===== config.mk =====
export PLATFORM = sky130hd
export DESIGN_NAME = arpc_pend_mem
export DESIGN_NICKNAME = d
export VERILOG_FILES = /design/src/sv/arpc_pkg.sv /design/src/sv/arpc_pend_mem.sv
export SDC_FILE = /design/constraint.sdc
export NUM_CORES = 1
export LEC_CHECK = 0
export BUFFER_PORTS_ARGS = -buffer_cell sky130_fd_sc_hd__buf_2
export CELL_PAD_IN_SITES_DETAIL_PLACEMENT = 0
export CELL_PAD_IN_SITES_GLOBAL_PLACEMENT = 1
export CORE_MARGIN = 2
export CORE_UTILIZATION = 45
export CTS_CLUSTER_SIZE = 25
export DETAILED_ROUTE_END_ITERATION = 8
export PLACE_DENSITY_LB_ADDON = 0.1
export SLEW_MARGIN = 20
export SYNTH_ARGS = -nofsm -noshare
export SYNTH_HDL_FRONTEND = slang
export SYNTH_SLANG_ARGS = --single-unit

===== constraint.sdc =====
create_clock -name clk -period 9.9 [get_ports clk]
set_input_delay 1.98 -clock clk [delete_from_list [all_inputs] [get_ports clk]]
set_output_delay 1.98 -clock clk [all_outputs]
set_load 0.01 [all_outputs]

===== src/sv/arpc_pkg.sv =====
package arpc_pkg;

  localparam int CacheEntries = 64;
  localparam int RequestSlots = 16;

  localparam logic [15:0] TimeoutReset = 16'd15;
  localparam logic [7:0] ResendReset = 8'd1;
  localparam logic [3:0] TriesReset = 4'd5;

  typedef enum logic [1:0] {
    CMD_LOOKUP = 2'd0,
    CMD_INSERT = 2'd1,
    CMD_QUEUE = 2'd2,
    CMD_TICK = 2'd3
  } cmd_t;

  typedef enum logic [2:0] {
    KIND_LOOKUP = 3'd0,
    KIND_INSERT = 3'd1,
    KIND_QUEUE = 3'd2,
    KIND_RESOLVED = 3'd3,
    KIND_SEND = 3'd4,
    KIND_GIVEUP = 3'd5,
    KIND_DONE = 3'd6
  } kind_t;

  localparam logic [1:0] REG_TIMEOUT = 2'd0;
  localparam logic [1:0] REG_RESEND = 2'd1;
  localparam logic [1:0] REG_TRIES = 2'd2;

  typedef enum logic [3:0] {
    ST_IDLE,
    ST_PSCAN,
    ST_PSCAN_SETTLE,
    ST_PSCAN_WAIT,
    ST_CSCAN,
    ST_CSCAN_SETTLE,
    ST_CSCAN_WAIT,
    ST_AGE,
    ST_AGE_WAIT,
    ST_SLOT,
    ST_SLOT_SCAN,
    ST_SLOT_WAIT,
    ST_SLOT_ACT,
    ST_DONE
  } state_t;

endpackage


===== src/sv/arpc_pend_mem.sv =====
module arpc_pend_mem #(
  parameter int Slots = arpc_pkg::RequestSlots
) (
  input  logic                     clk,
  input  logic                     we,
  input  logic [$clog2(Slots)-1:0] waddr,
  input  logic [31:0]              wip,
  input  logic [31:0]              wsent,
  input  logic [3:0]               wtries,
  input  logic [$clog2(Slots)-1:0] raddr,
  output logic [31:0]              rip,
  output logic [31:0]              rsent,
  output logic [3:0]               rtries
);

  logic [67:0] mem [Slots];

  always_ff @(posedge clk) begin
    if (we) begin
      mem[waddr] <= {wip, wsent, wtries};
    end
    {rip, rsent, rtries} <= mem[raddr];
  end

endmodule


## Word level (Yosys, flattened, before mapping)

Memory sizes are Yosys's and may differ from the RTL's. A register that Yosys moved wholly into a read port is not among the register bits.
Cells that the tools add are included.

| cells by class | value |
|---|---|
| multiplexer cells | 2 |

Operator list:

| kind | number |
|---|---|
| 2-to-1 mux 1 bit | 2 |

| storage, ports and cells | value |
|---|---|
| flip-flop bits (word level) | 0 |
| logic and storage cells | 3 |
| memories kept | 1 |
| output and inout bits | 68 |
| RAM bits | 1088 |

Memories:

| memory | words | width | read ports | clocked after Yosys merged registers in | wr ports | RTL line | text |
|---|---|---|---|---|---|---|---|
| mem | 16 | 68 | 1 | 1 | 1 | arpc_pend_mem.sv:16 | `logic [67:0] mem [Slots];` |

## Depth between registers and ports, before layout

| logic depth | value |
|---|---|
| depth after elaboration | 2 |
| depth in mapped cells | 6 |
| depth with buffers taken out | 3 |

## Worst setup path after synthesis

OpenSTA, ideal clock, no wires.

| path | value |
|---|---|
| kind | input to register |
| start | in waddr[2] |
| end | mem mem[0][0] (enable) |
| path buffers | 0 |
| required time | 9.322 ns |
| data arrival time | 7.111 ns |
| cell stages on the path | 2 |
| setup slack | 2.210 ns |
| cell sequence | or3b_2 -> nor3_1 |

RTL lines:

| element | RTL line | text |
|---|---|---|
| start, declared | arpc_pend_mem.sv:6 | `input logic [$clog2(Slots)-1:0] waddr,` |
| end, declared | arpc_pend_mem.sv:16 |  |

Straight into the memory's write port.

## Worst setup path in the final report

| path | value |
|---|---|
| start | in waddr[2] |
| end | mem mem[10][23] (enable) |

Straight into the memory's write port.

==> flow_metrics.py <==
metrics = {
    "placed_design": {
        "port_buffers": 145,
        "dp.cells": 3096,
        "place.gp.congestion": 0.699,
        "post-dp-hpwl_mm": 46.6,
    },
    "sta": {
        "hold_violations": 0,
        "max_freq_mhz": 242,
        "fin_crit_ns": 4.13,
        "drv_slew": 0,
        "setup_viol": 0,
        "slew_headroom": 0.265,
        "fin_skew_ns": 0.0201,
        "worstMarginPinSlew_ns": 1.10,
        "tns_ns": 0,
        "rsz0062_at_grt": "no",
        "whs_ns": 0.659,
        "period_share": 0.417,
    },
    "setup_path": {
        "worstPathRequired_ns": 10.20,
        "reg2reg_slack_ns": 8.49,
        "path_max_fanout": 29,
        "worst-setup-path-type": "input port to register",
        "worst_setup_path_end_kind": "register",
        "start_kind": "input port",
        "arrival_ns": 4.43,
    },
    "logic_synthesis": {
        "async_flop_share": 0,
        "ys_top_cells_by_area": "edfxtp_1 78%, mux4_2 15%, dfxtp_1 3.2%",
        "synth_area_sq_um": 42000,
        "synth_fp_nets": 1828,
        "synth-edff-count": 1088,
        "ys_seq_elements": 1156,
        "yosys_warnings": 0,
        "synth_ff_type": "edfxtp_1",
        "synth_top_area_frac": 0.778,
        "synth_area_per_cell_sq_um": 24.0,
        "yosys.cell_count.top_type": "edfxtp_1",
        "synthCells": 1750,
        "yosysTopAreaCell": "edfxtp_1",
        "ys_seq_area_frac": 0.811,
        "yosysUniqueCellTypes": 18,
        "ys_top_cells_by_count": "1,088 x edfxtp_1, 272 x mux4_2, 136 x a22oi_1, 69 x nand2_1, 68 x dfxtp_1",
    },
    "global_routing": {
        "use_met3": 0.0340,
        "antenna_found_initial": 8,
        "grt_max_degree": 119,
        "grt_use_met2": 0.325,
        "track_usage": 0.201,
        "grt_pass1_wl_mm": 138,
        "met1_usage": 0.290,
        "grt_pass1_vias": 20268,
        "grt-ovfl-total": 0,
        "busiest_layer": "met2",
    },
    "routing": {
        "drtPass1Iterations": 5,
        "routedWlPerCell_um": 28.2,
        "routed_via_density": 5.67,
        "ant_nets": 0,
        "drt-total-wl_mm": 93.8,
        "drt-initial-drc-count": 1665,
        "drc": 0,
        "num_vias": 18867,
    },
    "layout": {
        "fin_util": 0.519,
        "nets": 2041,
        "area_delta_synth_final_pct": 14.8,
        "drive_gt1_frac": 0.318,
        "layout.cells.non_filler": 3325,
    },
    "power_and_ir_drop": {
        "p_leak_nw": 15.5,
        "ir_worst_vdd_mv": 0.168,
        "power_density_nw_per_um2": 214,
    },
    "clock_network": {
        "cts-root-buf": "clkbuf_16",
        "post_cts_buffers": 0,
        "cts_resized": 0,
        "cts_tree": "built",
        "cts-hold-fix-buffers": 0,
        "clk_path_buf_depth": 3,
        "htree_levels": 3,
        "path_clk_slew_ns": 0.06,
        "clk_latency_ns": 0.68,
        "numCtsBuffers": 119,
        "cts_sinks": 1156,
    },
    "min_path": {
        "hp-class": "register to register",
    },
    "die": {
        "die_w_um": 309,
        "core_sq_um": 92900,
        "die-area_sq_um": 95800,
        "rows": 112,
        "io_pins": 146,
        "start_util": 0.452,
        "fp.dieH_um": 309,
    },
    "run_status": {
        "status": "complete, no violations",
    },
    "flow_run": {
        "drv_cap": 0,
    },
}
cells by family after synthesis:
group                  after synthesis  synth area share
multiplexers                       272             0.146
AND/OR/NAND/NOR                     95           0.00924
buffers and inverters               91           0.00984
flip-flops                        1156             0.811
AO/OA/AOI/OAI                      136            0.0243
placed cells by master, fill, tap and decap left out:
cell        instances
a22oi_1           136
and2_4              1
buf_12              2
buf_2             143
buf_4              35
buf_6               1
buf_8               2
bufinv_16           6
clkbuf_1           36
clkbuf_16         122
clkbuf_8           18
clkinv_1           10
clkinv_2           30
clkinv_8            1
clkinvlp_4          2
dfxtp_1            68
diode_2             2
edfxtp_1         1088
inv_6               2
mux4_2            272
nand2_1            69
nand2b_1            2
nand3_1             1
nand3b_1            2
nor2_4             13
nor2b_4             2
nor3_2              4
or3b_2              1
per-layer routing:
layer  share of wire  routed length (um)
met1            0.44               41300
met2            0.49               45800
met3           0.057                5370
met4           0.015                1370
met5         0.00030                  28
worst max-delay path, stage by stage:
cell	delay, ns
buf_2	0.12
nand3b_1	0.36
nor2_4	0.71
buf_4	0.65
buf_4	0.59
registers in the layout, summed over array words and instances, names as in the netlist:
name and count:
rtries 4, rsent 32, rip 32, mem 1088
metrics by stage:
step / power (mW) / area [sq um] / worst slack [ns]
after detailed placement: 6.10 / 44300 / 5.00
after CTS: 10.5 / 48200 / 5.75
after global placement: 6.09 / 44300 / 5.00
after global routing: 10.7 / 48200 / 5.65
final: 10.3 / 48200 / 5.77
after floorplan: 5.88 / 42000 / 2.21
layout make-up:
| type | instances | area (sq um) |
|---|---|---|
| Timing Repair Buffer | 183 | 1060 |
| Clock buffer | 176 | 3440 |
| Fill cell | 7221 | 44700 |
| Clock inverter | 51 | 417 |
| Tap cell | 1254 | 1570 |
| Multi-Input combinational cell | 503 | 7670 |
| Sequential cell | 1156 | 34000 |
| Antenna cell | 2 | 5.00 |
report_power, final:
part	total, mW	switching [mW]	internal, mW
logic	0.474	0.286	0.188
registers	5.51	0.0387	5.47
clock network	4.35	1.80	2.55
final timing paths:
path | end | depth (start not counted) | from
worst max-delay path | mem[10][23] | 5 | waddr[2]
worst min-delay path | rsent[27] | 3 | mem[14][31]
worst max register to register | rip[21] | 3 | mem[3][57]
worst min register to register | rsent[27] | 3 | mem[14][31]
(Power assumes the default switching activity.)
